### src/hw/rtl/dcwr_pkg.sv
`default_nettype none

package dcwr_pkg;

    localparam int SAMPLE_BITS = 12;
    localparam int WINDOW_BITS = 10;
    localparam int RMS_BITS    = 16;
    localparam int FRAC_SHIFT  = 8;

    localparam int PROD_BITS = 2 * SAMPLE_BITS;
    localparam int SUM_BITS  = PROD_BITS + WINDOW_BITS;
    localparam int DIV_BITS  = SUM_BITS + FRAC_SHIFT;
    localparam int ROOT_BITS = (DIV_BITS + 1) / 2;
    localparam int SQ_BITS   = 2 * ROOT_BITS;
    localparam int STEP_BITS = $clog2(DIV_BITS);
    localparam int CMP_BITS  = ROOT_BITS + RMS_BITS;

    localparam int CFG_INDEX_BITS = 2;
    localparam int CFG_DATA_BITS  = (WINDOW_BITS > SAMPLE_BITS) ? WINDOW_BITS : SAMPLE_BITS;

    localparam logic [CFG_INDEX_BITS-1:0] CFG_WINDOW_LENGTH = 2'd0;
    localparam logic [CFG_INDEX_BITS-1:0] CFG_BASELINE_A    = 2'd1;
    localparam logic [CFG_INDEX_BITS-1:0] CFG_BASELINE_B    = 2'd2;

    localparam logic [WINDOW_BITS-1:0] WINDOW_LENGTH_RESET = WINDOW_BITS'(200);
    localparam logic [SAMPLE_BITS-1:0] BASELINE_RESET      = SAMPLE_BITS'(1700);
    localparam logic [RMS_BITS-1:0]    RMS_MAX             = {RMS_BITS{1'b1}};

    typedef struct packed {
        logic [SAMPLE_BITS-1:0] sample_a;
        logic [SAMPLE_BITS-1:0] sample_b;
    } sample_t;

    typedef struct packed {
        logic [RMS_BITS-1:0] rms_a;
        logic [RMS_BITS-1:0] rms_b;
    } result_t;

    typedef struct packed {
        logic load;
        logic accum;
        logic finish;
    } lane_ctl_t;

    typedef struct packed {
        logic                done;
        logic [RMS_BITS-1:0] rms;
    } lane_stat_t;

endpackage

`default_nettype wire

### src/hw/rtl/dcwr_lane.sv
`default_nettype none

module dcwr_lane (
    input  wire logic                            clk,
    input  wire logic                            rst_n,
    input  wire dcwr_pkg::lane_ctl_t             ctl,
    input  wire logic [dcwr_pkg::SAMPLE_BITS-1:0] sample,
    input  wire logic [dcwr_pkg::SAMPLE_BITS-1:0] baseline,
    input  wire logic [dcwr_pkg::WINDOW_BITS-1:0] divisor,
    output dcwr_pkg::lane_stat_t                 stat
);

    typedef enum logic [3:0] {
        L_IDLE = 4'b0001,
        L_DIV  = 4'b0010,
        L_SQRT = 4'b0100,
        L_DONE = 4'b1000
    } lane_phase_t;

    lane_phase_t phase_reg;

    logic [dcwr_pkg::SAMPLE_BITS-1:0] diff_reg;
    logic [dcwr_pkg::PROD_BITS-1:0]   sq_reg;
    logic [dcwr_pkg::SUM_BITS-1:0]    sum_reg;
    logic [dcwr_pkg::SUM_BITS-1:0]    total;

    logic [dcwr_pkg::DIV_BITS-1:0]    q_reg;
    logic [dcwr_pkg::WINDOW_BITS-1:0] rem_reg;
    logic [dcwr_pkg::WINDOW_BITS:0]   trial;
    logic [dcwr_pkg::WINDOW_BITS:0]   trial_sub;
    logic                             div_ge;
    logic [dcwr_pkg::DIV_BITS-1:0]    q_next;

    logic [dcwr_pkg::SQ_BITS-1:0]     val_reg;
    logic [dcwr_pkg::ROOT_BITS-1:0]   root_reg;
    logic [dcwr_pkg::ROOT_BITS:0]     rem_sq_reg;
    logic [dcwr_pkg::ROOT_BITS+2:0]   sq_shifted;
    logic [dcwr_pkg::ROOT_BITS+2:0]   sq_trial;
    logic [dcwr_pkg::ROOT_BITS+2:0]   sq_diff;
    logic                             sq_ge;

    logic [dcwr_pkg::STEP_BITS-1:0]   step_reg;
    logic [dcwr_pkg::CMP_BITS-1:0]    root_ext;

    assign total = sum_reg + dcwr_pkg::SUM_BITS'(sq_reg);

    // Restoring division, one quotient bit per cycle, dividend shifted out MSB first.
    assign trial     = {rem_reg, q_reg[dcwr_pkg::DIV_BITS-1]};
    assign trial_sub = trial - {1'b0, divisor};
    assign div_ge    = (trial >= {1'b0, divisor});
    assign q_next    = {q_reg[dcwr_pkg::DIV_BITS-2:0], div_ge};

    // Restoring square root, two radicand bits and one root bit per cycle.
    assign sq_shifted = {rem_sq_reg, val_reg[dcwr_pkg::SQ_BITS-1 -: 2]};
    assign sq_trial   = {1'b0, root_reg, 2'b01};
    assign sq_diff    = sq_shifted - sq_trial;
    assign sq_ge      = (sq_shifted >= sq_trial);

    always_ff @(posedge clk)
    begin
        if (ctl.load)
        begin
            diff_reg <= (sample >= baseline) ? (sample - baseline) : (baseline - sample);
        end
        sq_reg <= dcwr_pkg::PROD_BITS'(diff_reg) * dcwr_pkg::PROD_BITS'(diff_reg);
    end

    always_ff @(posedge clk or negedge rst_n)
    begin
        if (!rst_n)
        begin
            sum_reg   <= '0;
            phase_reg <= L_IDLE;
            step_reg  <= '0;
        end
        else
        begin
            if (ctl.accum)
            begin
                sum_reg <= ctl.finish ? '0 : total;
            end
            if (ctl.finish)
            begin
                phase_reg <= L_DIV;
                step_reg  <= '0;
            end
            else
            begin
                unique case (phase_reg)
                    L_DIV:
                    begin
                        if (step_reg == dcwr_pkg::STEP_BITS'(dcwr_pkg::DIV_BITS - 1))
                        begin
                            phase_reg <= L_SQRT;
                            step_reg  <= '0;
                        end
                        else
                        begin
                            step_reg <= step_reg + 1'b1;
                        end
                    end
                    L_SQRT:
                    begin
                        if (step_reg == dcwr_pkg::STEP_BITS'(dcwr_pkg::ROOT_BITS - 1))
                        begin
                            phase_reg <= L_DONE;
                            step_reg  <= '0;
                        end
                        else
                        begin
                            step_reg <= step_reg + 1'b1;
                        end
                    end
                    L_IDLE, L_DONE:
                    begin
                        phase_reg <= phase_reg;
                    end
                    default:
                    begin
                        phase_reg <= L_IDLE;
                    end
                endcase
            end
        end
    end

    always_ff @(posedge clk)
    begin
        if (ctl.finish)
        begin
            q_reg   <= {total, {dcwr_pkg::FRAC_SHIFT{1'b0}}};
            rem_reg <= '0;
        end
        else if (phase_reg == L_DIV)
        begin
            q_reg   <= q_next;
            rem_reg <= div_ge ? trial_sub[dcwr_pkg::WINDOW_BITS-1:0]
                              : trial[dcwr_pkg::WINDOW_BITS-1:0];
            if (step_reg == dcwr_pkg::STEP_BITS'(dcwr_pkg::DIV_BITS - 1))
            begin
                val_reg    <= dcwr_pkg::SQ_BITS'(q_next);
                root_reg   <= '0;
                rem_sq_reg <= '0;
            end
        end
        else if (phase_reg == L_SQRT)
        begin
            val_reg    <= {val_reg[dcwr_pkg::SQ_BITS-3:0], 2'b00};
            root_reg   <= {root_reg[dcwr_pkg::ROOT_BITS-2:0], sq_ge};
            rem_sq_reg <= sq_ge ? sq_diff[dcwr_pkg::ROOT_BITS:0]
                                : sq_shifted[dcwr_pkg::ROOT_BITS:0];
        end
    end

    assign root_ext  = dcwr_pkg::CMP_BITS'(root_reg);
    assign stat.done = (phase_reg == L_DONE);
    assign stat.rms  = (root_ext > dcwr_pkg::CMP_BITS'(dcwr_pkg::RMS_MAX))
                     ? dcwr_pkg::RMS_MAX : root_ext[dcwr_pkg::RMS_BITS-1:0];

endmodule

`default_nettype wire

### src/hw/rtl/dcwr_merge.sv
`default_nettype none

module dcwr_merge (
    input  wire logic                 clk,
    input  wire logic                 rst_n,
    input  wire logic                 calc,
    input  wire dcwr_pkg::lane_stat_t stat_a,
    input  wire dcwr_pkg::lane_stat_t stat_b,
    output logic                      pushed,
    output logic                      result_valid,
    input  wire logic                 result_ready,
    output dcwr_pkg::result_t         result_data
);

    logic              valid_reg;
    dcwr_pkg::result_t data_reg;
    logic              can_load;

    // The output register frees up in the same cycle its item is taken.
    assign can_load = !valid_reg || result_ready;
    assign pushed   = calc && stat_a.done && stat_b.done && can_load;

    always_ff @(posedge clk or negedge rst_n)
    begin
        if (!rst_n)
        begin
            valid_reg <= 1'b0;
        end
        else if (pushed)
        begin
            valid_reg <= 1'b1;
        end
        else if (result_ready)
        begin
            valid_reg <= 1'b0;
        end
    end

    always_ff @(posedge clk)
    begin
        if (pushed)
        begin
            data_reg.rms_a <= stat_a.rms;
            data_reg.rms_b <= stat_b.rms;
        end
    end

    assign result_valid = valid_reg;
    assign result_data  = data_reg;

endmodule

`default_nettype wire

### src/hw/rtl/dual_channel_windowed_rms_unit.sv
// Dual-channel windowed RMS unit. Each item carries one sample of channel A and one of
// channel B; each channel's lane squares the distance from its baseline and adds it to a
// sum of squares. Once window_length items have been taken (zero counts as one) the item
// yields one result, 16 * sqrt(sum / N) truncated for both channels, and the sums restart.
// An item that does not end a window passes through the square and accumulate states; an
// item that ends a window then waits for the bit-serial divider and the bit-serial square
// root that each lane runs in turn, one bit per cycle, on a quotient of D = 2 * SAMPLE_BITS
// + WINDOW_BITS + 8 bits and a root of ceil(D / 2) bits. A finished result waits in an
// output register, so the block takes the next item while it is pending. Configuration
// must be written only while the block is idle; the block itself does not enforce this.
`default_nettype none

module dual_channel_windowed_rms_unit (
    input  wire logic                                clk,
    input  wire logic                                rst_n,
    input  wire logic                                sample_valid,
    output logic                                     sample_ready,
    input  wire dcwr_pkg::sample_t                   sample_data,
    output logic                                     result_valid,
    input  wire logic                                result_ready,
    output dcwr_pkg::result_t                        result_data,
    input  wire logic                                cfg_wr_en,
    input  wire logic [dcwr_pkg::CFG_INDEX_BITS-1:0] cfg_index,
    input  wire logic [dcwr_pkg::CFG_DATA_BITS-1:0]  cfg_data
);

    typedef enum logic [3:0] {
        S_IDLE   = 4'b0001,
        S_SQUARE = 4'b0010,
        S_ACCUM  = 4'b0100,
        S_CALC   = 4'b1000
    } state_t;

    state_t state_reg;
    state_t state_next;

    logic [dcwr_pkg::WINDOW_BITS-1:0] window_length_reg;
    logic [dcwr_pkg::SAMPLE_BITS-1:0] baseline_a_reg;
    logic [dcwr_pkg::SAMPLE_BITS-1:0] baseline_b_reg;

    logic [dcwr_pkg::WINDOW_BITS-1:0] samples_reg;
    logic [dcwr_pkg::WINDOW_BITS-1:0] count_inc;
    logic [dcwr_pkg::WINDOW_BITS-1:0] n_eff;
    logic [dcwr_pkg::WINDOW_BITS-1:0] n_reg;
    logic                             end_reg;
    logic                             window_end;
    logic                             accept;
    logic                             pushed;

    dcwr_pkg::lane_ctl_t  ctl;
    dcwr_pkg::lane_stat_t stat_a;
    dcwr_pkg::lane_stat_t stat_b;

    assign sample_ready = (state_reg == S_IDLE);
    assign accept       = sample_valid && sample_ready;

    assign n_eff      = (window_length_reg == '0) ? dcwr_pkg::WINDOW_BITS'(1) : window_length_reg;
    assign count_inc  = samples_reg + dcwr_pkg::WINDOW_BITS'(1);
    // The count wraps at the top of its range, which also ends the window.
    assign window_end = (count_inc == '0) || (count_inc >= n_eff);

    always_ff @(posedge clk or negedge rst_n)
    begin
        if (!rst_n)
        begin
            window_length_reg <= dcwr_pkg::WINDOW_LENGTH_RESET;
            baseline_a_reg    <= dcwr_pkg::BASELINE_RESET;
            baseline_b_reg    <= dcwr_pkg::BASELINE_RESET;
        end
        else if (cfg_wr_en)
        begin
            unique case (cfg_index)
                dcwr_pkg::CFG_WINDOW_LENGTH:
                begin
                    window_length_reg <= cfg_data[dcwr_pkg::WINDOW_BITS-1:0];
                end
                dcwr_pkg::CFG_BASELINE_A:
                begin
                    baseline_a_reg <= cfg_data[dcwr_pkg::SAMPLE_BITS-1:0];
                end
                dcwr_pkg::CFG_BASELINE_B:
                begin
                    baseline_b_reg <= cfg_data[dcwr_pkg::SAMPLE_BITS-1:0];
                end
                default:
                begin
                    window_length_reg <= window_length_reg;
                end
            endcase
        end
    end

    always_ff @(posedge clk or negedge rst_n)
    begin
        if (!rst_n)
        begin
            state_reg   <= S_IDLE;
            samples_reg <= '0;
            end_reg     <= 1'b0;
            n_reg       <= dcwr_pkg::WINDOW_BITS'(1);
        end
        else
        begin
            state_reg <= state_next;
            if (accept)
            begin
                samples_reg <= window_end ? '0 : count_inc;
                end_reg     <= window_end;
                n_reg       <= n_eff;
            end
        end
    end

    always_comb
    begin
        state_next = state_reg;
        unique case (state_reg)
            S_IDLE:
            begin
                if (accept)
                begin
                    state_next = S_SQUARE;
                end
            end
            S_SQUARE:
            begin
                state_next = S_ACCUM;
            end
            S_ACCUM:
            begin
                state_next = end_reg ? S_CALC : S_IDLE;
            end
            S_CALC:
            begin
                if (pushed)
                begin
                    state_next = S_IDLE;
                end
            end
            default:
            begin
                state_next = S_IDLE;
            end
        endcase
    end

    assign ctl.load   = accept;
    assign ctl.accum  = (state_reg == S_ACCUM);
    assign ctl.finish = (state_reg == S_ACCUM) && end_reg;

    dcwr_lane u_lane_a (
        .clk      (clk),
        .rst_n    (rst_n),
        .ctl      (ctl),
        .sample   (sample_data.sample_a),
        .baseline (baseline_a_reg),
        .divisor  (n_reg),
        .stat     (stat_a)
    );

    dcwr_lane u_lane_b (
        .clk      (clk),
        .rst_n    (rst_n),
        .ctl      (ctl),
        .sample   (sample_data.sample_b),
        .baseline (baseline_b_reg),
        .divisor  (n_reg),
        .stat     (stat_b)
    );

    dcwr_merge u_merge (
        .clk          (clk),
        .rst_n        (rst_n),
        .calc         (state_reg == S_CALC),
        .stat_a       (stat_a),
        .stat_b       (stat_b),
        .pushed       (pushed),
        .result_valid (result_valid),
        .result_ready (result_ready),
        .result_data  (result_data)
    );

endmodule

`default_nettype wire

### config.mk
export PLATFORM = sky130hd
export DESIGN_NAME = dual_channel_windowed_rms_unit
export DESIGN_NICKNAME = d
export VERILOG_FILES = /design/src/hw/rtl/dcwr_pkg.sv /design/src/hw/rtl/dcwr_lane.sv /design/src/hw/rtl/dcwr_merge.sv /design/src/hw/rtl/dual_channel_windowed_rms_unit.sv
export SDC_FILE = /design/constraint.sdc
export NUM_CORES = 2
export LEC_CHECK = 0
export BUFFER_PORTS_ARGS = -buffer_cell sky130_fd_sc_hd__buf_2
export CAP_MARGIN = 20
export CORE_ASPECT_RATIO = 1.1
export CORE_MARGIN = 5
export CORE_UTILIZATION = 53
export CTS_CLUSTER_DIAMETER = 40
export DETAILED_ROUTE_END_ITERATION = 8
export PLACE_DENSITY = 0.66
export REMOVE_ABC_BUFFERS = 1
export SYNTH_ARGS = -nofsm -noshare
export SYNTH_HDL_FRONTEND = slang
export SYNTH_SLANG_ARGS = --single-unit
### constraint.sdc
create_clock -name clk -period 12.5 [get_ports clk]
set_input_delay 3.125 -clock clk [delete_from_list [all_inputs] [get_ports clk]]
set_output_delay 3.125 -clock clk [all_outputs]
set_load 0.1 [all_outputs]
# Word-level counts from Yosys, hierarchy flattened
# Index checks and enable logic that the tools add are counted.
dict set report word_totals {
  ff_bits 526
  inputBits 43
  mem_bits_rw 0
  wordCells 167
  n_memories 0
  latchBits 0
  out_inout_bits 34
  romBits 0
}
dict set report op_classes {
  reduce_logical 28
  eq_ne 28
  n_lt_le_gt_ge 9
  shift 0
  mux 54
  bitwise 1
  add_sub_neg 13
  div_mod_pow 0
  n_mul 2
}
# operator count
set ops {}
lappend ops {{42-bit 2-to-1 mux} 10}
lappend ops {{22-bit 2-to-1 mux} 8}
lappend ops {{21-bit 2-to-1 mux} 6}
lappend ops {{34-bit by 24-bit adder with 34-bit output} 2}
lappend ops {{34-bit 2-to-1 mux} 2}
lappend ops {{24-bit by 23-bit >= comparator with 1-bit output} 2}
lappend ops {{12-bit by 12-bit multiplier with 24-bit output} 2}
lappend ops {{12-bit subtractor} 4}
lappend ops {{22-bit subtractor} 2}
lappend ops {{21-bit by 16-bit greater-than comparator with 1-bit output (second input constant)} 2}
lappend ops {{10-bit 2-to-1 mux} 4}
lappend ops {{4-bit 2-to-1 mux} 9}
lappend ops {{6-bit 2-to-1 mux} 6}
lappend ops {{12-bit >= comparator} 2}
lappend ops {{12-bit 2-to-1 mux} 2}
lappend ops {{4-bit case mux with 3 select lines} 2}
lappend ops {{6-bit case mux with 2 select lines} 2}
lappend ops {{11-bit by 10-bit >= comparator with 1-bit output} 2}
lappend ops {{10-bit logical NOT} 2}
lappend ops {{10-bit subtractor} 2}
lappend ops {{4-bit case mux with 4 select lines} 1}
lappend ops {{6-bit by 1-bit adder with 6-bit output (second input constant)} 2}
lappend ops {{4-bit by 1-bit == test with 1-bit output (second input constant)} 3}
lappend ops {{4-bit by 2-bit == test with 1-bit output (second input constant)} 3}
lappend ops {{23 further kinds} 53}

# Depth between registers and ports, before layout
dict set report depth {
  depth_word 6
  mapped_depth 25
  depth_no_buf 24
}

# By module
# Synthesis repeated with hierarchy kept, for this count alone.
dict set report hier_totals {
  hier_cells 3766
  hier_area_um2 36540.0
}
# mod n_inst cells_each area_each_um2 seq_area_each_um2
set by_module_without_submodules {}
lappend by_module_without_submodules {{dcwr_lane at u_lane_a} 1 1735 16429.5 5856.9}
lappend by_module_without_submodules {{dcwr_lane at u_lane_b} 1 1753 16348.2 5856.9}
lappend by_module_without_submodules {dual_channel_windowed_rms_unit 1 240 2741.4 1495.2}
lappend by_module_without_submodules {dcwr_merge 1 38 1021.0 985.9}

# Worst setup path before layout
# No wires, ideal clock.
dict set report synth_path {
  path_kind {in2reg}
  start {input sample_data[0] (netlist name)}
  end {register u_lane_b.diff_reg[10] (netlist name) (data pin)}
  cell_stages 13
  required_time_ns 12.238
  setup_time_ns 0.262
  t_arrival_ns 5.521
  path_slack_ns 6.717
  cell_sequence {inv_1 -> ha_1 -> fa_1 -> nor2b_1 -> o21ai_0 -> a31oi_1 -> o211ai_1 -> a21oi_2 -> mux2_2 -> a31o_2 -> a21oi_1 -> o21ai_1 -> xor2_1}
}
dict set report synth_via {
  elab_chain_len 2
}
# element line
set synth_lines {}
lappend synth_lines {{start, declared} dual_channel_windowed_rms_unit.sv:18} ;# input wire dcwr_pkg::sample_t sample_data,
lappend synth_lines {{12-bit subtractor or 12-bit >= comparator (tied branches)} dcwr_lane.sv:63} ;# diff_reg <= (sample >= baseline) ? (sample - baseline) : (baseline - sample);
lappend synth_lines {{12-bit 2-to-1 mux *} dcwr_lane.sv:63}
lappend synth_lines {{end signal, assigned} dcwr_lane.sv:63}
lappend synth_lines {{end, declared} dcwr_lane.sv:22} ;# logic [dcwr_pkg::SAMPLE_BITS-1:0] diff_reg;
# Mark *: on every way between the ends. The rest lies on a longest branch, timed or not.
# A chain may end at the register's enable or synchronous reset.

# Final worst setup path
dict set report layout_path {
  start {register u_lane_b.diff_reg[2] (netlist name)}
  end {register u_lane_b.sq_reg[21] (netlist name)}
}
dict set report layout_via {
  elab_chain_len 1
}
# element line
set layout_lines {}
lappend layout_lines {{12-bit by 12-bit multiplier with 24-bit output} dcwr_lane.sv:65} ;# sq_reg <= dcwr_pkg::PROD_BITS'(diff_reg) * dcwr_pkg::PROD_BITS'(diff_reg);
lappend layout_lines {{end signal, assigned} dcwr_lane.sv:65}
lappend layout_lines {{end, declared} dcwr_lane.sv:23} ;# logic [dcwr_pkg::PROD_BITS-1:0] sq_reg;
# Every way passes these cells.

==> reports/qor.yml <==
post_cts_resized: 0
ios: 77
power_frac_seq: 0.413
finalCritPeriodShare: 0.487
drtIter0Drc: 1152
cts-buffers-inserted: 85
dieArea_sq_mm: 0.0732
final_net_count: 4308
drv_slew: 0
final_util: 0.595
clk_pin_slew_ps: 50
synthSimpleGateAreaFrac: 0.150
cts_buffer_depth: 3
fmax_mhz: 164
first_global_vias: 25400
antenna_cells: 0
viasPerCell: 5.32
pre_cts_ws_ps: 5930
r2r_start: "u_lane_b.diff_reg[2]"
clk_latency_ps: 620
antenna_found_initial: 1
fillers: 5742
route.detailed.drc: 0
io_buffers: 76
clock_sinks: 524
dp_hpwl_um: 50600
crit_type: "reg -> reg"
p_leak_nw: 18.0
synth_xor_area_frac: 0.0436
tns_ps: 0
vias: 25200
async_flop_share: 0.282
overflow: 0
peakVddDrop_uv: 106
ctsHoldBuffers: 0
place.gp.congestion: 0.865
cts_tree: "done"
drt_pass1_iterations: 5
reg2reg_slack_ps: 6420
worstPathRequired_ps: 13050
die-width_um: 258
ys_seq_elements: 524
antenna_left: 0
timing.final.ws_setup_ps: 6420
setup_viol: 0
worstMarginPinSlew_ps: 1070
drv_cap: 0
grt_max_degree: 98
post_cts_buffers: 0
grtUsageTotal: 0.197
reg2regPathDepth: 22
ys_seq_area_frac: 0.395
power_frac_comb: 0.062
netlist_instances: 3755
min_from: "u_lane_a.q_reg[5]"
avgRoutedWirePerCell_um: 15.1
startpoint: "u_lane_b.diff_reg[2]"
p_sw_frac: 0.231
yosys.cell_types.count: 82
synth_top_family_by_area: "adder cells"
grt_first_pass_wirelength_um: 123000
synthAdderAreaFrac: 0.197
h-tree-depth: 3
fin_worst_skew_ps: 34.4
critPathLaunchType: "flip-flop"
fp.coreArea_sq_mm: 0.0674
synthMuxAreaShare: 0.0296
drive_above_1_share: 0.0906
endpoint: "u_lane_b.sq_reg[21]"
p_per_area_mw_per_mm2: 113
synthesis.area_sq_mm: 0.0360
synth_compound_area_frac: 0.121
initial_core_util: 0.533
critPathMaxFanout: 13
die_y_um: 283
avgSynthCellArea_sq_um: 9.58
hold_viol_final: 0
row_count: 100
slew-limit-headroom: 0.287
power.internal_w: 0.00348
outcome: "finished, final reports clean"
totalWireLength_um: 71700
synth_ff_type: "edfxtp_1"
cts_root_buf: "clkbuf_16"
min_path_type: "reg -> reg"
switchingPower_w: 0.00105
clockPowerShare: 0.525
synth_edf_count: 294
critPathCaptureType: "flip-flop"
syn_to_final_growth_pct: 11.4
period_minus_slack_ps: 6080
rsz0062_at_grt: "no"
arrival_ps: 6630
r2r_end: "u_lane_b.sq_reg[21]"
yosysWarnings: 0
power by group through the flow:
| stage | logic [W] | registers, W | clock network, W |
|---|---|---|---|
| finish | 0.000279 | 0.00187 | 0.00238 |
| global route | 0.000316 | 0.00187 | 0.00252 |
| CTS | 0.000280 | 0.00187 | 0.00244 |
| detailed placement | 0.000279 | 0.00191 | 0 |
| global placement | 0.000276 | 0.00191 | 0 |
| floorplan | 0.000211 | 0.00190 | 0 |
Yosys cell counts, types with 6 or more instances:
cell | n | area share
nand2_1 | 553 | 0.058
inv_1 | 461 | 0.048
edfxtp_1 | 294 | 0.25
ha_1 | 293 | 0.10
nor2_1 | 236 | 0.025
o21ai_0 | 228 | 0.032
a21oi_1 | 172 | 0.024
fa_1 | 170 | 0.095
dfrtp_1 | 131 | 0.091
xnor2_1 | 126 | 0.031
clkbuf_1 | 118 | 0.012
and2_1 | 91 | 0.016
dfxtp_1 | 82 | 0.046
nand3_1 | 82 | 0.011
a21o_1 | 76 | 0.016
mux2i_1 | 67 | 0.019
xor2_1 | 53 | 0.013
nor2b_1 | 41 | 0.0071
nor3_1 | 38 | 0.0053
nand2b_1 | 37 | 0.0064
mux2_2 | 35 | 0.011
a211oi_1 | 27 | 0.0056
nand4_1 | 27 | 0.0047
o21a_1 | 27 | 0.0056
o21bai_1 | 25 | 0.0052
a22o_1 | 22 | 0.0054
o21ai_1 | 22 | 0.0031
dfstp_2 | 17 | 0.012
a31oi_1 | 13 | 0.0023
o31ai_1 | 12 | 0.0025
and3_1 | 11 | 0.0019
buf_2 | 10 | 0.0014
nor4_1 | 10 | 0.0017
or3_1 | 10 | 0.0017
or2_2 | 9 | 0.0016
nor4b_1 | 8 | 0.0019
o211ai_1 | 7 | 0.0015
a21boi_0 | 6 | 0.0013
a31o_2 | 6 | 0.0015
buf_1 | 6 | 0.00063
nand4b_1 | 6 | 0.0015
layer usage:
metal,GRT usage,up-vias,share of wire
met1,0.270,12000,0.47
met5,0,-,0.00018
li1,-,12800,-
met4,0.0554,2,0.023
met2,0.331,362,0.47
met3,0.0297,128,0.038
metrics by stage:
stage / instances / instance area, sq um / power [W] / hold WS, ps
6_report: 4741 / 40100 / 0.00453 / 454
2_1_floorplan: 3614 / 35400 / 0.00211 / 437
4_1_cts: 4737 / 40000 / 0.00459 / 454
3_3_place_gp: 4578 / 37100 / 0.00218 / 443
5_1_grt: 4741 / 40100 / 0.00471 / 469
3_5_place_dp: 4578 / 37100 / 0.00218 / 447
worst max-delay path, cell delays in order (launching register included):
cell and delay, ps:
edfxtp_1 600, nand2_1 190, inv_1 70, fa_1 470, inv_1 50, fa_1 520
inv_1 50, fa_1 500, fa_1 550, inv_1 60, fa_1 530, inv_1 40
ha_1 350, a21o_1 180, a21o_1 160, a21oi_1 280, nor2_1 80, a221oi_1 320
a2111oi_0 220, o21a_1 220, o21ai_0 240, nor2b_1 200, xnor2_1 120
final cells by class:
type / count / area (sq um) / share of cell area
Inverter: 461 / 1730 / 0.0432
Tap cell: 867 / 1080 / 0.0271
Clock buffer: 101 / 2340 / 0.0585
Sequential cell: 524 / 14200 / 0.354
Clock inverter: 58 / 582 / 0.0145
Multi-Input combinational cell: 2629 / 19500 / 0.487
Timing Repair Buffer: 101 / 618 / 0.0154
cells in the final DEF, fill, tap and decap left out, types with 76 or more instances in the layout:
cell type,instances
o21ai_0,228
nand3_1,82
a21oi_1,172
dfrtp_1,131
ha_1,293
xnor2_1,126
nand2_1,551
edfxtp_1,294
inv_1,461
clkbuf_16,91
dfxtp_1,82
a21o_1,76
and2_1,90
fa_1,170
nor2_1,231
worst min-delay path by stage:
stage	endpoint	cells after the start
after floorplan	u_lane_a.q_reg[1]	2
after global placement	u_lane_a.q_reg[5]	2
after detailed placement	u_lane_a.q_reg[5]	2
after CTS	u_lane_a.q_reg[5]	2
after global routing	u_lane_a.q_reg[5]	2
final	u_lane_a.q_reg[5]	2
kinds of logic (layout without fill, tap and decap cells):
family / count (synthesis) / count (layout)
xor gates and xnor gates: 179 / 179
AOI/OAI and AO/OA: 701 / 701
buffers and inverters: 602 / 721
and+or+nand+nor: 1184 / 1184
muxes: 102 / 102
DFF: 524 / 524
adders and majority gates: 463 / 463
Power figures use the tool's default switching activity.
